[config.mk]
export PLATFORM = sky130hd
export DESIGN_NAME = adc_block_average_temperature_top
export DESIGN_NICKNAME = d
export VERILOG_FILES = /design/src/rtl/abat_pkg.sv /design/src/rtl/abat_accum.sv /design/src/rtl/abat_convert.sv /design/src/rtl/abat_track.sv /design/src/rtl/adc_block_average_temperature_top.sv
export SDC_FILE = /design/constraint.sdc
export NUM_CORES = 1
export LEC_CHECK = 0
export BUFFER_PORTS_ARGS = -buffer_cell sky130_fd_sc_hd__clkbuf_2
export CORE_ASPECT_RATIO = 1.5
export CORE_MARGIN = 4
export CORE_UTILIZATION = 40
export CTS_CLUSTER_SIZE = 12
export DETAILED_ROUTE_END_ITERATION = 8
export GPL_TIMING_DRIVEN = 1
export PLACE_DENSITY = 0.66
export SLEW_MARGIN = 20
export SYNTH_ARGS = -nofsm -noshare
export SYNTH_HDL_FRONTEND = slang
export SYNTH_SLANG_ARGS = --single-unit
[constraint.sdc]
create_clock -name i_clk -period 8.5 [get_ports i_clk]
set_input_delay 1.7 -clock i_clk [delete_from_list [all_inputs] [get_ports i_clk]]
set_output_delay 1.7 -clock i_clk [all_outputs]
set_load 0.005 [all_outputs]
[src/rtl/abat_pkg.sv]
`default_nettype none

package abat_pkg;

    // block length and derived widths
    localparam int SAMPLES_PER_BLOCK = 8;
    localparam int SAMPLE_W          = 12;
    localparam int SUM_W             = SAMPLE_W + $clog2(SAMPLES_PER_BLOCK);
    localparam int CNT_W             = (SAMPLES_PER_BLOCK > 1) ? $clog2(SAMPLES_PER_BLOCK) : 1;
    localparam int MEAN_W            = 12;
    localparam int TDATA_IN_W        = 16;

    // temperature conversion: (TEMP_SCALE*mean - TEMP_OFFSET) / TEMP_DIVISOR
    localparam int TEMP_SCALE   = 2000;
    localparam int TEMP_OFFSET  = 5383560;
    localparam int TEMP_DIVISOR = 19383;
    localparam int NUM_W        = 24;
    localparam int ABS_W        = 23;
    // ceil(2^RECIP_SHIFT / TEMP_DIVISOR), exact floor quotient for any ABS_W-bit magnitude
    localparam int RECIP_W      = 24;
    localparam logic [RECIP_W-1:0] RECIP = 24'd14181392;
    localparam int RECIP_SHIFT  = 38;
    localparam int PROD_W       = ABS_W + RECIP_W;
    localparam int QUO_W        = 9;

    // temperature format
    localparam int TEMP_W    = 10;
    localparam int TEMP_LOW  = -278;
    localparam int TEMP_HIGH = 145;

    // configuration registers
    localparam int CFG_IDX_W = 1;
    localparam logic [CFG_IDX_W-1:0] REG_STORED_MIN = 1'b0;
    localparam logic [CFG_IDX_W-1:0] REG_STORED_MAX = 1'b1;
    localparam logic signed [TEMP_W-1:0] STORED_MIN_RESET = 10'sd100;
    localparam logic signed [TEMP_W-1:0] STORED_MAX_RESET = 10'sd0;

    typedef struct packed {
        logic                         we;
        logic [CFG_IDX_W-1:0]         idx;
        logic signed [TEMP_W-1:0]     data;
    } t_cfg_wr;

    // result beat, first field in the highest bits
    typedef struct packed {
        logic                         extremes_updated;
        logic signed [TEMP_W-1:0]     maximum_seen;
        logic signed [TEMP_W-1:0]     minimum_seen;
        logic                         temperature_changed;
        logic signed [TEMP_W-1:0]     temperature;
    } t_result;

endpackage

`default_nettype wire

[src/rtl/abat_accum.sv]
`default_nettype none

module abat_accum (
    input  wire                               i_clk,
    input  wire                               i_rst_n,
    input  wire                               i_valid,
    output logic                              o_ready,
    input  wire  [abat_pkg::SAMPLE_W-1:0]     i_sample,
    output logic                              o_mean_valid,
    input  wire                               i_mean_ready,
    output logic [abat_pkg::MEAN_W-1:0]       o_mean
);

    logic                          r_mean_valid;
    logic [abat_pkg::MEAN_W-1:0]   r_mean;
    logic [abat_pkg::SUM_W-1:0]    r_sum;
    logic [abat_pkg::CNT_W-1:0]    r_count;
    logic [abat_pkg::SUM_W-1:0]    n_sum;
    logic [abat_pkg::MEAN_W-1:0]   n_mean;
    logic                          fire;
    logic                          block_end;

    // running sum and mean of the completed block
    assign o_ready   = !r_mean_valid || i_mean_ready;
    assign fire      = i_valid && o_ready;
    assign block_end = (r_count == abat_pkg::CNT_W'(abat_pkg::SAMPLES_PER_BLOCK - 1));
    assign n_sum     = r_sum + abat_pkg::SUM_W'(i_sample);
    assign n_mean    = abat_pkg::MEAN_W'(n_sum / abat_pkg::SAMPLES_PER_BLOCK);

    // control state
    always_ff @(posedge i_clk) begin
        if (!i_rst_n) begin
            r_sum        <= '0;
            r_count      <= '0;
            r_mean_valid <= 1'b0;
        end else begin
            if (r_mean_valid && i_mean_ready) begin
                r_mean_valid <= 1'b0;
            end
            if (fire) begin
                if (block_end) begin
                    r_sum        <= '0;
                    r_count      <= '0;
                    r_mean_valid <= 1'b1;
                end else begin
                    r_sum   <= n_sum;
                    r_count <= r_count + abat_pkg::CNT_W'(1);
                end
            end
        end
    end

    // mean payload
    always_ff @(posedge i_clk) begin
        if (fire && block_end) begin
            r_mean <= n_mean;
        end
    end

    assign o_mean_valid = r_mean_valid;
    assign o_mean       = r_mean;

`ifndef NO_ASSERTIONS
    a_count_range: assert property (@(posedge i_clk) disable iff (!i_rst_n)
        r_count <= abat_pkg::CNT_W'(abat_pkg::SAMPLES_PER_BLOCK - 1))
        else $error("sample count beyond block length");

    a_block_mean: assert property (@(posedge i_clk) disable iff (!i_rst_n)
        fire && block_end |=> r_mean_valid && r_sum == '0)
        else $error("completed block did not present a mean");
`endif

endmodule

`default_nettype wire

[src/rtl/abat_convert.sv]
`default_nettype none

module abat_convert (
    input  wire                                   i_clk,
    input  wire                                   i_rst_n,
    input  wire                                   i_mean_valid,
    output logic                                  o_mean_ready,
    input  wire  [abat_pkg::MEAN_W-1:0]           i_mean,
    output logic                                  o_temp_valid,
    input  wire                                   i_temp_ready,
    output logic signed [abat_pkg::TEMP_W-1:0]    o_temp
);

    logic                                 r_v1;
    logic                                 r_neg;
    logic [abat_pkg::ABS_W-1:0]           r_abs;
    logic                                 r_v2;
    logic signed [abat_pkg::TEMP_W-1:0]   r_temp;
    logic                                 ready1;
    logic                                 ready2;
    logic [abat_pkg::NUM_W-1:0]           scaled;
    logic signed [abat_pkg::NUM_W-1:0]    num;
    logic [abat_pkg::NUM_W-1:0]           num_neg;
    logic [abat_pkg::PROD_W-1:0]          prod;
    logic [abat_pkg::QUO_W-1:0]           quo;
    logic [abat_pkg::TEMP_W-1:0]          quo_ext;

    // stage handshake
    assign ready2       = !r_v2 || i_temp_ready;
    assign ready1       = !r_v1 || ready2;
    assign o_mean_ready = ready1;

    // stage one: scale, offset, split sign and magnitude
    assign scaled  = abat_pkg::NUM_W'(i_mean) * abat_pkg::NUM_W'(abat_pkg::TEMP_SCALE);
    assign num     = signed'(scaled - abat_pkg::NUM_W'(abat_pkg::TEMP_OFFSET));
    assign num_neg = abat_pkg::NUM_W'(-num);

    // stage two: reciprocal multiply gives the truncated magnitude quotient
    assign prod    = abat_pkg::PROD_W'(r_abs) * abat_pkg::PROD_W'(abat_pkg::RECIP);
    assign quo     = prod[abat_pkg::RECIP_SHIFT +: abat_pkg::QUO_W];
    assign quo_ext = abat_pkg::TEMP_W'(quo);

    always_ff @(posedge i_clk) begin
        if (!i_rst_n) begin
            r_v1 <= 1'b0;
            r_v2 <= 1'b0;
        end else begin
            if (ready1) begin
                r_v1 <= i_mean_valid;
            end
            if (ready2) begin
                r_v2 <= r_v1;
            end
        end
    end

    always_ff @(posedge i_clk) begin
        if (ready1 && i_mean_valid) begin
            r_neg <= num[abat_pkg::NUM_W-1];
            r_abs <= num[abat_pkg::NUM_W-1] ? num_neg[abat_pkg::ABS_W-1:0]
                                            : num[abat_pkg::ABS_W-1:0];
        end
        if (ready2 && r_v1) begin
            r_temp <= r_neg ? signed'(-quo_ext) : signed'(quo_ext);
        end
    end

    assign o_temp_valid = r_v2;
    assign o_temp       = r_temp;

`ifndef NO_ASSERTIONS
    a_temp_range: assert property (@(posedge i_clk) disable iff (!i_rst_n)
        r_v2 |-> r_temp >= abat_pkg::TEMP_LOW && r_temp <= abat_pkg::TEMP_HIGH)
        else $error("converted temperature out of range");
`endif

endmodule

`default_nettype wire

[src/rtl/abat_track.sv]
`default_nettype none

module abat_track (
    input  wire                                   i_clk,
    input  wire                                   i_rst_n,
    input  wire  abat_pkg::t_cfg_wr               i_cfg,
    input  wire                                   i_temp_valid,
    output logic                                  o_temp_ready,
    input  wire  signed [abat_pkg::TEMP_W-1:0]    i_temp,
    output logic                                  o_valid,
    input  wire                                   i_ready,
    output abat_pkg::t_result                     o_result
);

    logic                                 r_out_valid;
    abat_pkg::t_result                    r_out;
    logic signed [abat_pkg::TEMP_W-1:0]   r_last_temp;
    logic signed [abat_pkg::TEMP_W-1:0]   r_run_min;
    logic signed [abat_pkg::TEMP_W-1:0]   r_run_max;
    logic signed [abat_pkg::TEMP_W-1:0]   n_run_min;
    logic signed [abat_pkg::TEMP_W-1:0]   n_run_max;
    logic                                 raise_max;
    logic                                 lower_min;
    logic                                 fire;

    // output register frees when empty or taken
    assign o_temp_ready = !r_out_valid || i_ready;
    assign fire         = i_temp_valid && o_temp_ready;

    // extremes against the running values
    assign raise_max = i_temp > r_run_max;
    assign lower_min = i_temp < r_run_min;
    assign n_run_max = raise_max ? i_temp : r_run_max;
    assign n_run_min = lower_min ? i_temp : r_run_min;

    // tracking state and configuration reseed
    always_ff @(posedge i_clk) begin
        if (!i_rst_n) begin
            r_out_valid <= 1'b0;
            r_last_temp <= '0;
            r_run_min   <= abat_pkg::STORED_MIN_RESET;
            r_run_max   <= abat_pkg::STORED_MAX_RESET;
        end else begin
            if (r_out_valid && i_ready) begin
                r_out_valid <= 1'b0;
            end
            if (fire) begin
                r_out_valid <= 1'b1;
                r_last_temp <= i_temp;
                r_run_min   <= n_run_min;
                r_run_max   <= n_run_max;
            end
            if (i_cfg.we) begin
                case (i_cfg.idx)
                    abat_pkg::REG_STORED_MIN: r_run_min <= i_cfg.data;
                    abat_pkg::REG_STORED_MAX: r_run_max <= i_cfg.data;
                    default: ;
                endcase
            end
        end
    end

    // result payload
    always_ff @(posedge i_clk) begin
        if (fire) begin
            r_out.temperature         <= i_temp;
            r_out.temperature_changed <= (i_temp != r_last_temp);
            r_out.minimum_seen        <= n_run_min;
            r_out.maximum_seen        <= n_run_max;
            r_out.extremes_updated    <= raise_max || lower_min;
        end
    end

    assign o_valid  = r_out_valid;
    assign o_result = r_out;

`ifndef NO_ASSERTIONS
    a_last_follows: assert property (@(posedge i_clk) disable iff (!i_rst_n)
        fire |=> r_last_temp == r_out.temperature && r_out_valid)
        else $error("last temperature not tracking the result");

    a_moved_extreme: assert property (@(posedge i_clk) disable iff (!i_rst_n)
        r_out_valid && r_out.extremes_updated |->
            r_out.minimum_seen == r_out.temperature ||
            r_out.maximum_seen == r_out.temperature)
        else $error("extreme flagged but neither extreme is the temperature");
`endif

endmodule

`default_nettype wire

[src/rtl/adc_block_average_temperature_top.sv]
// channel   dir  handshake                     payload
// s_axis    in   s_axis_tvalid/s_axis_tready   tdata[11:0] adc_sample
// m_axis    out  m_axis_tvalid/m_axis_tready   tdata: temperature, changed, min, max, updated
// cfg       in   i_cfg_we (no wait)            i_cfg_idx 0 stored min, 1 stored max
//
// one sample per cycle while s_axis_tready is high; every block of eight gives one result
// after the last sample of its block is taken, a result passes through the mean register,
// the scale stage, the reciprocal multiply stage and the output register in turn
// synchronous active-low reset clears the sum, count and last temperature and
// loads the running minimum and maximum with 100 and 0
// a stalled output register holds its beat while the pipeline keeps filling;
// s_axis_tready drops only once every stage behind it is full
`default_nettype none

module adc_block_average_temperature_top (
    input  wire                                  i_clk,
    input  wire                                  i_rst_n,
    input  wire                                  s_axis_tvalid,
    output logic                                 s_axis_tready,
    // adc_sample[11:0], zero [15:12]
    input  wire  [abat_pkg::TDATA_IN_W-1:0]      s_axis_tdata,
    output logic                                 m_axis_tvalid,
    input  wire                                  m_axis_tready,
    // temperature[9:0], temperature_changed[10], minimum_seen[20:11],
    // maximum_seen[30:21], extremes_updated[31]
    output logic [31:0]                          m_axis_tdata,
    input  wire                                  i_cfg_we,
    input  wire  [abat_pkg::CFG_IDX_W-1:0]       i_cfg_idx,
    input  wire  [abat_pkg::TEMP_W-1:0]          i_cfg_data
);

    logic                                 mean_valid;
    logic                                 mean_ready;
    logic [abat_pkg::MEAN_W-1:0]          mean;
    logic                                 temp_valid;
    logic                                 temp_ready;
    logic signed [abat_pkg::TEMP_W-1:0]   temp;
    abat_pkg::t_cfg_wr                    cfg;
    abat_pkg::t_result                    result;

    assign cfg.we   = i_cfg_we;
    assign cfg.idx  = i_cfg_idx;
    assign cfg.data = signed'(i_cfg_data);

    // block accumulation
    abat_accum u_accum (
        .i_clk        (i_clk),
        .i_rst_n      (i_rst_n),
        .i_valid      (s_axis_tvalid),
        .o_ready      (s_axis_tready),
        .i_sample     (s_axis_tdata[abat_pkg::SAMPLE_W-1:0]),
        .o_mean_valid (mean_valid),
        .i_mean_ready (mean_ready),
        .o_mean       (mean)
    );

    // mean to degrees
    abat_convert u_convert (
        .i_clk        (i_clk),
        .i_rst_n      (i_rst_n),
        .i_mean_valid (mean_valid),
        .o_mean_ready (mean_ready),
        .i_mean       (mean),
        .o_temp_valid (temp_valid),
        .i_temp_ready (temp_ready),
        .o_temp       (temp)
    );

    // change flag, extremes and output register
    abat_track u_track (
        .i_clk        (i_clk),
        .i_rst_n      (i_rst_n),
        .i_cfg        (cfg),
        .i_temp_valid (temp_valid),
        .o_temp_ready (temp_ready),
        .i_temp       (temp),
        .o_valid      (m_axis_tvalid),
        .i_ready      (m_axis_tready),
        .o_result     (result)
    );

    assign m_axis_tdata = result;

endmodule

`default_nettype wire
==> out/results.txt <==
outcome -> completed
crit path cell chain -> ha_1 -> xor2_1 -> ha_1 -> a21o_1 -> fa_1 -> inv_1 -> fa_1 -> fa_1 -> inv_1 -> ha_1 -> ha_1 -> ha_1 -> a211oi_1 -> o21bai_1 -> o41ai_1 -> nand3_1 -> o21ai_1 -> o2111ai_1 -> a2bb2oi_1 -> o31ai_1 -> xor2_1
Worst-path clk slew -> 0.06 ns
Post-CTS Hold Fix Bufs -> 0
top cells by instance count after synthesis -> 258 x ha_1, 234 x inv_1, 101 x fa_1, 101 x nand2_1, 74 x edfxtp_1
Worst Hold Class -> reg2reg
Leakage -> 7.27 nW
final setup TNS -> 0 ns
ANT cells -> 0
top cell type's share of synthesized area -> 23.4%
Final setup viols -> 0
Rel. slew slack -> 32.9%
library cells used by synthesis -> 81
number of buffers created by CTS -> 17
Req. time, crit path -> 8.66 ns
Worst Path Max Fanout -> 13
Synth warnings -> 0
worst flop-to-flop path startpoint -> u_convert.r_abs[10]
die height -> 236 µm
Final period util -> 84.7%
first-pass GRT wire length -> 50.6 mm
critical path type -> reg2reg
CTS H-Tree Depth -> 4
Nets -> 1860
initial antenna violation count -> 0
WP buf/inv -> 2
1st-iter DRT viols -> 339
row cnt -> 83
die width -> 160 µm
Routed Antenna Nets -> 0
io pins -> 66
top_reg_cell synth -> edfxtp_1
drt via density -> 5.28
fin. max-slew vios -> 0
RSZ-0062 raised after global routing -> false
cells on worst reg2reg path -> 21
min-delay src -> u_accum.r_count[2]
Worst-Margin Slew -> 1.00 ns
CTS tree -> yes
met1 Resource Use GR -> 17.0%
cell taking the most area after synthesis -> ha_1
PD cells -> 104 mW/mm²
Final Hold Fails -> 0
via count -> 10100
Max Clk Rate -> 139 MHz
FF+latch count, synth -> 126
drt first pass iters -> 4
Worst-Skew Late Latency -> 0.43 ns
Die ar. -> 0.0377 mm²
core area -> 0.0342 mm²
root buffer cell -> clkbuf_16
final WL -> 29.9 mm
hold path cells -> 2
Mapped Cells -> 1413
Critical path origin -> u_convert.r_abs[10]
GR Overflow Total -> 0
Top cell by count, worst path -> ha_1
CP startpoint kind -> register
number of global-route vias before repair -> 10600
FFs w/ async S/R, synth -> 0%
Max rail drop VDD -> 0.000159 V
clock sinks -> 126
R2R Path End -> u_convert.o_temp[8]
largest net degree at the start of global routing -> 40
Hold EP -> u_accum.r_count[2]
Area Overhead vs Synth -> 9.91%
synth top area cells -> ha_1 23%, edfxtp_1 16%, fa_1 15%
postcts setup bufs -> 0
I/O Buffers -> 61
initial core utilization -> 40.5%
number of synthesized flops with an enable pin -> 74
crit-path leading delay family -> adder cells
RD Place Congestion -> 0.946
Post-Syn Area per Cell -> 9.78 µm²
register-to-register setup slack -> 1.30 ns
max cap viols -> 0
GR Util met3 -> 1.86%
most numerous cell in the Yosys netlist -> ha_1
Total GRT Usage -> 16.4%
hpwl dp -> 24.6 mm
Critical-path top delay cell -> o21ai_1
DRC Markers -> 0
share of layout cells above drive strength 1 -> 9.11%
Tmin final -> 7.20 ns
CTS resizes -> 0
GRT busiest layer -> met2
syn_nets -> 1804
GRT met2 Usage -> 31.6%
Mapped Area -> 0.0138 mm²
critical path's largest stage delay -> 0.75 ns
clock skew -> 0.00996 ns
Total Power -> 1.58 mW
Critical Path AT -> 7.36 ns
drt wl/cell -> 15.7 µm
Crit. End Element -> register
sequential area share after synthesis -> 23.6%
Max clock buf depth -> 2
-- registers in the layout, summed over array words and instances (netlist names) --
name and cells:
u_accum.o_mean 12, u_accum.o_mean_valid 1, u_accum.r_count 3, u_accum.r_sum 15
u_convert.o_temp 10, u_convert.o_temp_valid 1, u_convert.r_abs 19, u_convert.r_neg 1
u_convert.r_v1 1, u_track.o_result 32, u_track.o_valid 1, u_track.r_last_temp 10
u_track.r_run_max 10, u_track.r_run_min 10
-- cell families after synthesis --
logic type,share of synthesized area (%)
DFF,23.6
adders and majority gates,38.0
and+or+nand+nor,10.8
xor gates and xnor gates,6.18
muxes,1.29
buffers and inverters,7.37
AOI/OAI and AO/OA,12.7
-- worst register-to-register path, delay by kind of cell (launching register included) --
family,cells,cell delay (ns)
compound gates,8,2.66
flops,1,0.54
buf+inv,2,0.10
simple gates,1,0.13
fa+ha+maj,8,3.11
xor+xnor,2,0.37
-- cells in the final DEF, fill, tap and decap left out, types with 13 or more instances in the layout --
cell type | netlist | final
ha_1 | 258 | 258
nand2_1 | 101 | 101
a21o_1 | 35 | 35
edfxtp_1 | 74 | 74
o21ai_0 | 37 | 37
o211ai_1 | 28 | 28
xor2_1 | 43 | 43
clkbuf_2 | 0 | 61
nor3_1 | 37 | 37
xnor2_1 | 37 | 37
nand4_1 | 13 | 13
nor4_1 | 13 | 13
fa_1 | 101 | 101
and3_1 | 13 | 13
clkbuf_16 | 0 | 17
nor2_1 | 50 | 50
inv_1 | 234 | 234
o21a_1 | 15 | 15
a21oi_1 | 48 | 48
dfxtp_1 | 52 | 52
nand3_1 | 26 | 26
-- routing by layer --
| layer | up-vias | share of wire, % |
|---|---|---|
| met4 | 0 | 5.1 |
| met2 | 188 | 55 |
| met3 | 81 | 2.4 |
| met5 | - | 0 |
| met1 | 4797 | 38 |
| li1 | 5003 | - |
-- metrics by stage --
step           std cells  utilization (%)  area, µm²  setup slack, ns  hold WS [ns]
2_1_floorplan       1413                -      13800             2.20         0.436
3_3_place_gp        1875             42.7      14600             1.46         0.446
3_5_place_dp        1875             42.7      14600             1.32         0.458
4_1_cts             1907             44.5      15200             1.29         0.466
5_1_grt             1907             44.5      15200            0.936         0.487
6_report            1907             44.5      15200             1.30         0.463
-- how the worst max path moves through the flow --
stage / endpoint / slack [ns] / cells past startpoint
2_1_floorplan: u_convert.o_temp[8] / 2.20 / 23
3_3_place_gp: u_convert.o_temp[8] / 1.46 / 21
3_5_place_dp: u_convert.o_temp[8] / 1.32 / 21
4_1_cts: u_convert.o_temp[8] / 1.29 / 21
5_1_grt: u_convert.o_temp[8] / 0.94 / 21
6_report: u_convert.o_temp[8] / 1.30 / 21
-- report_power, final --
part	switching [mW]	total, mW	internal [mW]
sequential	0.0101	0.672	0.661
combinational	0.0784	0.136	0.0576
clock	0.279	0.770	0.491
total	0.367	1.58	1.21
-- cell type report --
| class | instances | area [µm²] |
|---|---|---|
| timing repair buffer | 67 | 350 |
| fill | 3155 | 19000 |
| multi-input combinational | 1021 | 9540 |
| clock buffer | 19 | 433 |
| tap | 425 | 532 |
| inverter | 236 | 886 |
| clock inverter | 13 | 185 |
| sequential | 126 | 3260 |
(Power assumes the default switching activity.)
